==> config.mk <==
export PLATFORM = sky130hd
export DESIGN_NAME = omni_pose_integrator_top_flat
export DESIGN_NICKNAME = d
export VERILOG_FILES = /design/src/rtl/core/opi_pkg.sv /design/src/rtl/core/opi_if.sv /design/src/rtl/core/opi_ctrl.sv /design/src/rtl/core/opi_datapath.sv /design/src/rtl/core/omni_pose_integrator_top.sv /design/src/flat_wrapper.sv
export SDC_FILE = /design/constraint.sdc
export NUM_CORES = 2
export LEC_CHECK = 0
export ABC_AREA = 1
export BUFFER_PORTS_ARGS = -buffer_cell sky130_fd_sc_hd__buf_2
export CAP_MARGIN = 15
export CORE_UTILIZATION = 53
export CTS_CLUSTER_SIZE = 8
export DETAILED_ROUTE_END_ITERATION = 16
export PLACE_DENSITY = 0.72
export SLEW_MARGIN = 20
export SYNTH_ARGS = -nofsm -noshare
export SYNTH_HDL_FRONTEND = slang
export SYNTH_SLANG_ARGS = --single-unit
export TNS_END_PERCENT = 20
==> constraint.sdc <==
create_clock -name clk_i -period 25.7 [get_ports clk_i]
set_input_delay 7.71 -clock clk_i [delete_from_list [all_inputs] [get_ports clk_i]]
set_output_delay 7.71 -clock clk_i [all_outputs]
set_load 0.02 [all_outputs]
==> src/rtl/core/opi_pkg.sv <==
// ----------------------------------------------------------------------------
// opi_pkg
// Shared constants, types and tables for the omni pose integrator.
// ----------------------------------------------------------------------------
package opi_pkg;

  // Rotation stages run per tick, capped at the arctangent table depth
  localparam int unsigned CORDIC_STAGES = 16;
  localparam int unsigned ATAN_DEPTH    = 32;
  localparam int unsigned STAGE_CNT     =
      (CORDIC_STAGES < ATAN_DEPTH) ? CORDIC_STAGES : ATAN_DEPTH;
  localparam int unsigned CNT_W         = $clog2(STAGE_CNT);
  localparam int unsigned STAGE_IDX_W   = $clog2(ATAN_DEPTH);

  // Datapath widths: rotated vector in 2^-32 m, angle in 2^-32 turn
  localparam int unsigned XW     = 42;
  localparam int unsigned ZW     = 34;
  localparam int unsigned MUL_W  = 33;
  localparam int unsigned PROD_W = 2 * MUL_W;

  // 1 / CORDIC gain in 2^-32 units
  localparam logic [31:0] KINV = 32'h9B74EDA8;

  localparam logic [31:0] ATAN_TURN [ATAN_DEPTH] = '{
    32'h20000000, 32'h12E4051D, 32'h09FB385B, 32'h051111D4,
    32'h028B0D43, 32'h0145D7E1, 32'h00A2F61E, 32'h00517C55,
    32'h0028BE53, 32'h00145F2E, 32'h000A2F98, 32'h000517CC,
    32'h00028BE6, 32'h000145F3, 32'h0000A2F9, 32'h0000517C,
    32'h000028BE, 32'h0000145F, 32'h00000A2F, 32'h00000517,
    32'h0000028B, 32'h00000145, 32'h000000A2, 32'h00000051,
    32'h00000028, 32'h00000014, 32'h0000000A, 32'h00000005,
    32'h00000002, 32'h00000001, 32'h00000000, 32'h00000000
  };

  // Configuration register indexes (byte address = 4 * index)
  localparam int unsigned PADDR_W = 4;
  localparam logic [1:0] REG_START_X       = 2'd0;
  localparam logic [1:0] REG_START_Y       = 2'd1;
  localparam logic [1:0] REG_START_HEADING = 2'd2;

  typedef enum logic [3:0] {
    OP_IDLE,
    OP_LOAD,
    OP_MUL_DX,
    OP_MUL_WX,
    OP_MUL_DY,
    OP_MUL_WY,
    OP_MUL_DH,
    OP_ROT,
    OP_COMMIT
  } opi_op_e;

  typedef struct packed {
    opi_op_e                 op;
    logic [STAGE_IDX_W-1:0]  stage;
  } opi_cmd_t;

endpackage

==> src/rtl/core/opi_if.sv <==
// ----------------------------------------------------------------------------
// opi_if
// Valid/ready channels for tick words in and pose words out.
// ----------------------------------------------------------------------------
interface opi_tick_if;
  logic               valid;
  logic               ready;
  logic               restart;
  logic signed [15:0] vel_forward;
  logic signed [15:0] vel_lateral;
  logic signed [23:0] turn_rate;
  logic        [15:0] tick_period;

  modport source (output valid, restart, vel_forward, vel_lateral, turn_rate,
                  tick_period, input ready);
  modport sink   (input valid, restart, vel_forward, vel_lateral, turn_rate,
                  tick_period, output ready);
endinterface

interface opi_pose_if;
  logic               valid;
  logic               ready;
  logic signed [31:0] pos_x;
  logic signed [31:0] pos_y;
  logic        [15:0] heading;

  modport source (output valid, pos_x, pos_y, heading, input ready);
  modport sink   (input valid, pos_x, pos_y, heading, output ready);
endinterface

==> src/rtl/core/opi_ctrl.sv <==
// ----------------------------------------------------------------------------
// opi_ctrl
// Sequencer: multiply steps, CORDIC iterations, commit and output handshake.
// ----------------------------------------------------------------------------
module opi_ctrl import opi_pkg::*; (
  input  logic     clk_i,
  input  logic     rst_ni,
  input  logic     tick_valid_i,
  output logic     tick_ready_o,
  output logic     pose_valid_o,
  input  logic     pose_ready_i,
  output opi_cmd_t cmd_o
);

  localparam logic [2:0] S_IDLE = 3'd0;
  localparam logic [2:0] S_DX   = 3'd1;
  localparam logic [2:0] S_WX   = 3'd2;
  localparam logic [2:0] S_DY   = 3'd3;
  localparam logic [2:0] S_WY   = 3'd4;
  localparam logic [2:0] S_DH   = 3'd5;
  localparam logic [2:0] S_ROT  = 3'd6;
  localparam logic [2:0] S_DONE = 3'd7;

  logic [2:0]       state_q, state_d;
  logic [CNT_W-1:0] stage_q, stage_d;
  logic             out_valid_q, out_valid_d;

  always_comb begin
    state_d      = state_q;
    stage_d      = stage_q;
    out_valid_d  = out_valid_q && !pose_ready_i;
    tick_ready_o = 1'b0;
    cmd_o.op     = OP_IDLE;
    cmd_o.stage  = STAGE_IDX_W'(stage_q);
    unique case (state_q)
      S_IDLE: begin
        tick_ready_o = 1'b1;
        if (tick_valid_i) begin
          cmd_o.op = OP_LOAD;
          state_d  = S_DX;
        end
      end
      S_DX: begin
        cmd_o.op = OP_MUL_DX;
        state_d  = S_WX;
      end
      S_WX: begin
        cmd_o.op = OP_MUL_WX;
        state_d  = S_DY;
      end
      S_DY: begin
        cmd_o.op = OP_MUL_DY;
        state_d  = S_WY;
      end
      S_WY: begin
        cmd_o.op = OP_MUL_WY;
        state_d  = S_DH;
      end
      S_DH: begin
        cmd_o.op = OP_MUL_DH;
        stage_d  = '0;
        state_d  = S_ROT;
      end
      S_ROT: begin
        cmd_o.op = OP_ROT;
        if (stage_q == CNT_W'(STAGE_CNT - 1)) begin
          state_d = S_DONE;
        end else begin
          stage_d = stage_q + 1'b1;
        end
      end
      S_DONE: begin
        // hold until the output register is free
        if (!out_valid_q || pose_ready_i) begin
          cmd_o.op    = OP_COMMIT;
          out_valid_d = 1'b1;
          state_d     = S_IDLE;
        end
      end
      default: state_d = S_IDLE;
    endcase
  end

  always_ff @(posedge clk_i or negedge rst_ni) begin
    if (!rst_ni) begin
      state_q     <= S_IDLE;
      stage_q     <= '0;
      out_valid_q <= 1'b0;
    end else begin
      state_q     <= state_d;
      stage_q     <= stage_d;
      out_valid_q <= out_valid_d;
    end
  end

  assign pose_valid_o = out_valid_q;

endmodule

==> src/rtl/core/opi_datapath.sv <==
// ----------------------------------------------------------------------------
// opi_datapath
// Shared multiplier, CORDIC rotator and pose registers.
// ----------------------------------------------------------------------------
module opi_datapath import opi_pkg::*; (
  input  logic               clk_i,
  input  logic               rst_ni,
  input  opi_cmd_t           cmd_i,
  input  logic               restart_i,
  input  logic signed [15:0] vel_forward_i,
  input  logic signed [15:0] vel_lateral_i,
  input  logic signed [23:0] turn_rate_i,
  input  logic        [15:0] tick_period_i,
  input  logic        [31:0] start_x_i,
  input  logic        [31:0] start_y_i,
  input  logic        [15:0] start_heading_i,
  output logic signed [31:0] pos_x_o,
  output logic signed [31:0] pos_y_o,
  output logic        [15:0] heading_o
);

  logic               restart_q;
  logic signed [15:0] vf_q, vl_q;
  logic signed [23:0] wr_q;
  logic        [15:0] tp_q;

  logic signed [PROD_W-1:0] prod_q, prod_d;
  logic signed [MUL_W-1:0]  mul_a, mul_b;
  logic signed [XW-1:0]     x_q, y_q, fix_v, fix_neg;
  logic signed [XW-1:0]     sx, sy, rnd_x, rnd_y, sh_x, sh_y;
  logic signed [ZW-1:0]     z_q, z_init, atan_v;
  logic                     rot_neg, z_pos;
  logic        [15:0]       h_adj;
  logic        [31:0]       dh_sum;

  logic        [31:0] pose_x_q, pose_y_q;
  logic        [15:0] pose_h_q;

  // Operand select for the shared multiplier
  always_comb begin
    mul_a = '0;
    mul_b = '0;
    unique case (cmd_i.op)
      OP_MUL_DX: begin
        mul_a = {{(MUL_W-16){vf_q[15]}}, vf_q};
        mul_b = {{(MUL_W-16){1'b0}}, tp_q};
      end
      OP_MUL_DY: begin
        mul_a = {{(MUL_W-16){vl_q[15]}}, vl_q};
        mul_b = {{(MUL_W-16){1'b0}}, tp_q};
      end
      OP_MUL_WX, OP_MUL_WY: begin
        mul_a = {prod_q[31], prod_q[31:0]};
        mul_b = {1'b0, KINV};
      end
      OP_MUL_DH: begin
        mul_a = {{(MUL_W-24){wr_q[23]}}, wr_q};
        mul_b = {{(MUL_W-16){1'b0}}, tp_q};
      end
      default: ;
    endcase
  end

  assign prod_d = mul_a * mul_b;

  // Fold headings in the back half-turn onto the front half, negating the vector
  assign rot_neg = pose_h_q[15] ^ pose_h_q[14];
  assign h_adj   = pose_h_q ^ {rot_neg, 15'b0};
  assign z_init  = {{(ZW-32){h_adj[15]}}, h_adj, 16'h0000};

  assign fix_v   = prod_q[PROD_W-1:24];
  assign fix_neg = rot_neg ? -fix_v : fix_v;

  assign sx     = x_q >>> cmd_i.stage;
  assign sy     = y_q >>> cmd_i.stage;
  assign z_pos  = !z_q[ZW-1];
  assign atan_v = {{(ZW-32){1'b0}}, ATAN_TURN[cmd_i.stage]};

  assign rnd_x  = x_q + XW'(32768);
  assign rnd_y  = y_q + XW'(32768);
  assign sh_x   = rnd_x >>> 16;
  assign sh_y   = rnd_y >>> 16;
  assign dh_sum = prod_q[31:0] + 32'h0000_8000;

  always_ff @(posedge clk_i) begin
    unique case (cmd_i.op)
      OP_LOAD: begin
        restart_q <= restart_i;
        vf_q      <= vel_forward_i;
        vl_q      <= vel_lateral_i;
        wr_q      <= turn_rate_i;
        tp_q      <= tick_period_i;
      end
      OP_MUL_DX, OP_MUL_WX, OP_MUL_WY: prod_q <= prod_d;
      OP_MUL_DY: begin
        x_q    <= fix_neg;
        prod_q <= prod_d;
      end
      OP_MUL_DH: begin
        y_q    <= fix_neg;
        z_q    <= z_init;
        prod_q <= prod_d;
      end
      OP_ROT: begin
        if (z_pos) begin
          x_q <= x_q - sy;
          y_q <= y_q + sx;
          z_q <= z_q - atan_v;
        end else begin
          x_q <= x_q + sy;
          y_q <= y_q - sx;
          z_q <= z_q + atan_v;
        end
      end
      default: ;
    endcase
  end

  // Pose state doubles as the output word register
  always_ff @(posedge clk_i or negedge rst_ni) begin
    if (!rst_ni) begin
      pose_x_q <= '0;
      pose_y_q <= '0;
      pose_h_q <= '0;
    end else if (cmd_i.op == OP_COMMIT) begin
      if (restart_q) begin
        pose_x_q <= start_x_i;
        pose_y_q <= start_y_i;
        pose_h_q <= start_heading_i;
      end else begin
        pose_x_q <= pose_x_q + sh_x[31:0];
        pose_y_q <= pose_y_q + sh_y[31:0];
        pose_h_q <= pose_h_q + dh_sum[31:16];
      end
    end
  end

  assign pos_x_o   = pose_x_q;
  assign pos_y_o   = pose_y_q;
  assign heading_o = pose_h_q;

endmodule

==> src/rtl/core/omni_pose_integrator_top.sv <==
// ----------------------------------------------------------------------------
// omni_pose_integrator_top
// Dead-reckoning pose integrator for a holonomic base.
//
//   channel  dir  handshake          word
//   tick_i   in   valid/ready        restart, velocities, turn rate, period
//   pose_o   out  valid/ready        pos_x, pos_y, heading
//   apb      in   psel/penable       start_x, start_y, start_heading
//
// A tick goes from acceptance to the pose word in order: five passes through the
// one shared 33x33 multiplier, one CORDIC iteration per cycle, then a commit.
// A new tick is taken once the previous one has committed, even while its
// pose word still waits on pose_o. Commit stalls while the word is not taken.
// Reset clears the pose and start registers to zero.
// ----------------------------------------------------------------------------
module omni_pose_integrator_top import opi_pkg::*; (
  input  logic               clk_i,
  input  logic               rst_ni,
  opi_tick_if.sink           tick_i,
  opi_pose_if.source         pose_o,
  input  logic               psel,
  input  logic               penable,
  input  logic               pwrite,
  input  logic [PADDR_W-1:0] paddr,
  input  logic [31:0]        pwdata,
  output logic [31:0]        prdata,
  output logic               pready
);

  logic [31:0] start_x_q, start_y_q;
  logic [15:0] start_h_q;
  logic [1:0]  reg_idx;
  logic        cfg_wr;
  opi_cmd_t    cmd;

  assign pready  = 1'b1;
  assign reg_idx = paddr[3:2];
  assign cfg_wr  = psel && penable && pwrite;

  always_ff @(posedge clk_i or negedge rst_ni) begin
    if (!rst_ni) begin
      start_x_q <= '0;
      start_y_q <= '0;
      start_h_q <= '0;
    end else if (cfg_wr) begin
      unique case (reg_idx)
        REG_START_X:       start_x_q <= pwdata;
        REG_START_Y:       start_y_q <= pwdata;
        REG_START_HEADING: start_h_q <= pwdata[15:0];
        default: ;
      endcase
    end
  end

  always_comb begin
    unique case (reg_idx)
      REG_START_X:       prdata = start_x_q;
      REG_START_Y:       prdata = start_y_q;
      REG_START_HEADING: prdata = {16'h0000, start_h_q};
      default:           prdata = '0;
    endcase
  end

  opi_ctrl u_ctrl (
    .clk_i        (clk_i),
    .rst_ni       (rst_ni),
    .tick_valid_i (tick_i.valid),
    .tick_ready_o (tick_i.ready),
    .pose_valid_o (pose_o.valid),
    .pose_ready_i (pose_o.ready),
    .cmd_o        (cmd)
  );

  opi_datapath u_datapath (
    .clk_i           (clk_i),
    .rst_ni          (rst_ni),
    .cmd_i           (cmd),
    .restart_i       (tick_i.restart),
    .vel_forward_i   (tick_i.vel_forward),
    .vel_lateral_i   (tick_i.vel_lateral),
    .turn_rate_i     (tick_i.turn_rate),
    .tick_period_i   (tick_i.tick_period),
    .start_x_i       (start_x_q),
    .start_y_i       (start_y_q),
    .start_heading_i (start_h_q),
    .pos_x_o         (pose_o.pos_x),
    .pos_y_o         (pose_o.pos_y),
    .heading_o       (pose_o.heading)
  );

endmodule

==> src/flat_wrapper.sv <==
// flat-port wrapper written by rule: the top's interface ports become plain ports
module omni_pose_integrator_top_flat import opi_pkg::*;
  (clk_i, rst_ni, psel, penable, pwrite, paddr, pwdata, prdata, pready, tick_i_valid, tick_i_restart, tick_i_vel_forward, tick_i_vel_lateral, tick_i_turn_rate, tick_i_tick_period, tick_i_ready, pose_o_valid, pose_o_pos_x, pose_o_pos_y, pose_o_heading, pose_o_ready);
  opi_tick_if tick_i_i ();
  opi_pose_if pose_o_i ();
  input  logic clk_i;
  input  logic rst_ni;
  input  logic psel;
  input  logic penable;
  input  logic pwrite;
  input  logic [PADDR_W-1:0] paddr;
  input  logic [31:0] pwdata;
  output logic [31:0] prdata;
  output logic pready;
  input wire logic [$bits(tick_i_i.valid)-1:0] tick_i_valid;
  input wire logic [$bits(tick_i_i.restart)-1:0] tick_i_restart;
  input wire logic [$bits(tick_i_i.vel_forward)-1:0] tick_i_vel_forward;
  input wire logic [$bits(tick_i_i.vel_lateral)-1:0] tick_i_vel_lateral;
  input wire logic [$bits(tick_i_i.turn_rate)-1:0] tick_i_turn_rate;
  input wire logic [$bits(tick_i_i.tick_period)-1:0] tick_i_tick_period;
  output wire logic [$bits(tick_i_i.ready)-1:0] tick_i_ready;
  output wire logic [$bits(pose_o_i.valid)-1:0] pose_o_valid;
  output wire logic [$bits(pose_o_i.pos_x)-1:0] pose_o_pos_x;
  output wire logic [$bits(pose_o_i.pos_y)-1:0] pose_o_pos_y;
  output wire logic [$bits(pose_o_i.heading)-1:0] pose_o_heading;
  input wire logic [$bits(pose_o_i.ready)-1:0] pose_o_ready;
  assign tick_i_i.valid = tick_i_valid;
  assign tick_i_i.restart = tick_i_restart;
  assign tick_i_i.vel_forward = tick_i_vel_forward;
  assign tick_i_i.vel_lateral = tick_i_vel_lateral;
  assign tick_i_i.turn_rate = tick_i_turn_rate;
  assign tick_i_i.tick_period = tick_i_tick_period;
  assign tick_i_ready = tick_i_i.ready;
  assign pose_o_valid = pose_o_i.valid;
  assign pose_o_pos_x = pose_o_i.pos_x;
  assign pose_o_pos_y = pose_o_i.pos_y;
  assign pose_o_heading = pose_o_i.heading;
  assign pose_o_i.ready = pose_o_ready;
  omni_pose_integrator_top u_core (.clk_i(clk_i), .rst_ni(rst_ni), .tick_i(tick_i_i), .pose_o(pose_o_i), .psel(psel), .penable(penable), .pwrite(pwrite), .paddr(paddr), .pwdata(pwdata), .prdata(prdata), .pready(pready));
endmodule
==> impl_metrics.env <==
export IMPL_grt_ovfl_total=0
export IMPL_cts_root_buf="clkbuf_16"
export IMPL_cp_max_fo=17
export IMPL_critical_path_class="in -> reg"
export IMPL_yosys_warnings=0
export IMPL_synthCells=8776
export IMPL_timing_fmax_mhz=54.18
export IMPL_synthTopCellsByArea="fa_1 25%, edfxtp_1 12%, nand2_1 9.8%, ha_1 9.4%, inv_1 9.3%"
export IMPL_core_sq_um=124100
export IMPL_min_path_type="reg -> reg"
export IMPL_tightest_slew_ns=1.277
export IMPL_rr_startpoint="u_core.u_ctrl.pose_valid_o"
export IMPL_synth_top_flop_cell="edfxtp_1"
export IMPL_cpPeakStageDelay_ns=0.92
export IMPL_grt_pass1_vias=60830
export IMPL_tns_ns=0
export IMPL_cts_made_buffers=66
export IMPL_finalSetupViolCount=0
export IMPL_grt_antenna_before_repair=5
export IMPL_cts_tree="built"
export IMPL_gp_congestion=1.054
export IMPL_cts_hold_fix_buffers=0
export IMPL_cp_slowest_cell="fa_1"
export IMPL_synth_top_area_frac=0.2480
export IMPL_grtUsageTotal=0.3618
export IMPL_drv_slew=0
export IMPL_yosysTopAreaCell="fa_1"
export IMPL_synth_edff_count=257
export IMPL_status="complete, no violations"
export IMPL_cts_setup_buffers=0
export IMPL_hpwl_mm=189.7
export IMPL_period_needed_ns=18.46
export IMPL_drive_gt1_frac=0.05759
export IMPL_cts_sinks=425
export IMPL_crit_start="pose_o_ready"
export IMPL_grt_pass1_wl_mm=350.1
export IMPL_first_pass_iters=7
export IMPL_grt_max_degree=94
export IMPL_maxCapViolCount=0
export IMPL_num_io_pins=231
export IMPL_end_kind="register"
export IMPL_clock_latency_ns=0.68
export IMPL_drc_errors=0
export IMPL_synth_fp_nets=10220
export IMPL_placementRows=129
export IMPL_slew_headroom=0.1430
export IMPL_wl_per_cell_microns=21.64
export IMPL_final_antenna_net_count=0
export IMPL_fp_dieArea_sq_um=127100
export IMPL_avgViaCountPerCell=5.704
export IMPL_synthToLayoutAreaGrowth_pct=7.236
export IMPL_wl_mm=229.5
export IMPL_nNetsFinal=10370
export IMPL_drt_iter0_drc=5858
export IMPL_die_height_microns=356.5
export IMPL_crit_required_ns=26.12
export IMPL_cts_htree_levels=3
export IMPL_synth_distinct_cells=65
export IMPL_yosysSeqAreaShare=0.1790
export IMPL_postSynthAreaPerCell_sq_um=7.587
export IMPL_critPathLaunchType="primary input"
export IMPL_rsz0062_at_grt="no"
export IMPL_netlist_area_sq_um=66590
export IMPL_cts_resized_gates=0
export IMPL_cts_max_path_buffers=3
export IMPL_clk_pin_slew_ns=0.05
export IMPL_min_from="u_core.start_y_q[21]"
export IMPL_cp_arrival_ns=18.87
export IMPL_async_flop_share=0.3953
export IMPL_initial_utilization=0.5365
export IMPL_hold_violations=0
export IMPL_fp_dieW_microns=356.5
export IMPL_period_share=0.7182
export IMPL_skew_ns=0.04548
export IMPL_portBuffers=227
export IMPL_rrSetupSlack_ns=13.80
export IMPL_ys_ff_latch=425
export IMPL_dr_total_vias=60480
==> logic make-up after synthesis <==
kind of cell / count (synthesis) / share of synthesized area
and+or+nand+nor: 3561 / 0.2230
buffers and inverters: 1901 / 0.1096
adders and majority gates: 1325 / 0.3420
AOI/OAI and AO/OA: 1264 / 0.1070
DFF: 425 / 0.1790
xor gates and xnor gates: 299 / 0.03933
other: 1 / 0.00005632
==> synthesized netlist by cell type, drive strengths merged (2+ instances only) <==
library cell	instances
nand3	638
edfxtp	257
a31oi	78
ha	500
clkbuf	113
a221oi	10
a21o	60
clkinv	10
and3	12
inv	1660
nor2	937
o211ai	23
fa	825
o31ai	13
a22o	11
nor3	90
nand3b	8
and2	3
o221ai	4
o21a	24
buf	118
xor2	195
nor3b	4
o21bai	27
xnor2	104
a211oi	15
o32ai	2
o2111ai	2
a21oi	457
a21boi	22
nand4	71
o22ai	13
o41ai	2
nor4	26
dfrtp	168
or2	26
nand2	1745
o21ai	497
==> per-stage QoR <==
step / util / hold slack (ns) / cells / setup WS, ns / area, sq um
5_1_grt: 0.5753 / 0.5113 / 10600 / 6.668 / 71400
2_1_floorplan: - / 0.4530 / 8776 / 9.231 / 66590
4_1_cts: 0.5751 / 0.4852 / 10600 / 7.406 / 71380
6_report: 0.5753 / 0.4858 / 10600 / 7.243 / 71410
3_5_place_dp: 0.5597 / 0.4734 / 10490 / 6.697 / 69470
3_3_place_gp: 0.5597 / 0.4667 / 10490 / 6.789 / 69470
==> layout make-up <==
class,count,area (sq um)
repair buffers,311,1773
inverters,1670,6270
clock buffers,91,1755
clock inverters,13,151.4
fillers,11600,52710
flip-flops and latches,425,11930
multi-input cells,6450,47470
diodes,5,12.51
well taps,1637,2048
==> layer usage <==
layer,part of all wire,track usage
met1,0.39,0.4538
met5,0,0
met3,0.081,0.06435
met4,0.066,0.2053
met2,0.46,0.5890
==> state kept, by name (all words and copies together) (netlist names), 24 cells and up <==
register and count:
u_core.start_x_q 32, u_core.start_y_q 32, u_core.u_datapath.pos_x_o 32, u_core.u_datapath.pos_y_o 32, u_core.u_datapath.prod_q 66, u_core.u_datapath.wr_q 24
u_core.u_datapath.x_q 42, u_core.u_datapath.y_q 42, u_core.u_datapath.z_q 34
==> final timing paths <==
| check | cells after the start | to |
|---|---|---|
| max | 35 | u_core.u_datapath.prod_q[55] |
| min | 2 | u_core.start_y_q[21] |
| max in group asynchronous | 2 | u_core.u_datapath.heading_o[1] |
| min in group asynchronous | 1 | u_core.start_y_q[30] |
| min reg2reg | 2 | u_core.start_y_q[21] |
| max reg2reg | 33 | u_core.u_datapath.prod_q[55] |
==> layout by cell type, fill, tap and decap left out, types with 195 or more instances in the layout <==
| cell type | synthesis | routed |
|---|---|---|
| nor2_1 | 908 | 906 |
| inv_1 | 1644 | 1641 |
| edfxtp_1 | 257 | 257 |
| nand3_1 | 636 | 635 |
| nand2_1 | 1738 | 1734 |
| o21ai_0 | 483 | 480 |
| a21oi_1 | 450 | 447 |
| xor2_1 | 195 | 195 |
| fa_1 | 825 | 825 |
| ha_1 | 500 | 500 |
| buf_2 | 82 | 226 |
==> worst max-delay path: cells and delay by family <==
family | cells | cell delay (ns)
adder cells (fa/ha/maj) | 9 | 5.40
buffers and inverters | 11 | 1.36
AND/OR/NAND/NOR | 15 | 4.33
Power is left out: the tool's default activity adds up to more than one toggle a clock period on the data nets, which glitch-free logic cannot reach.
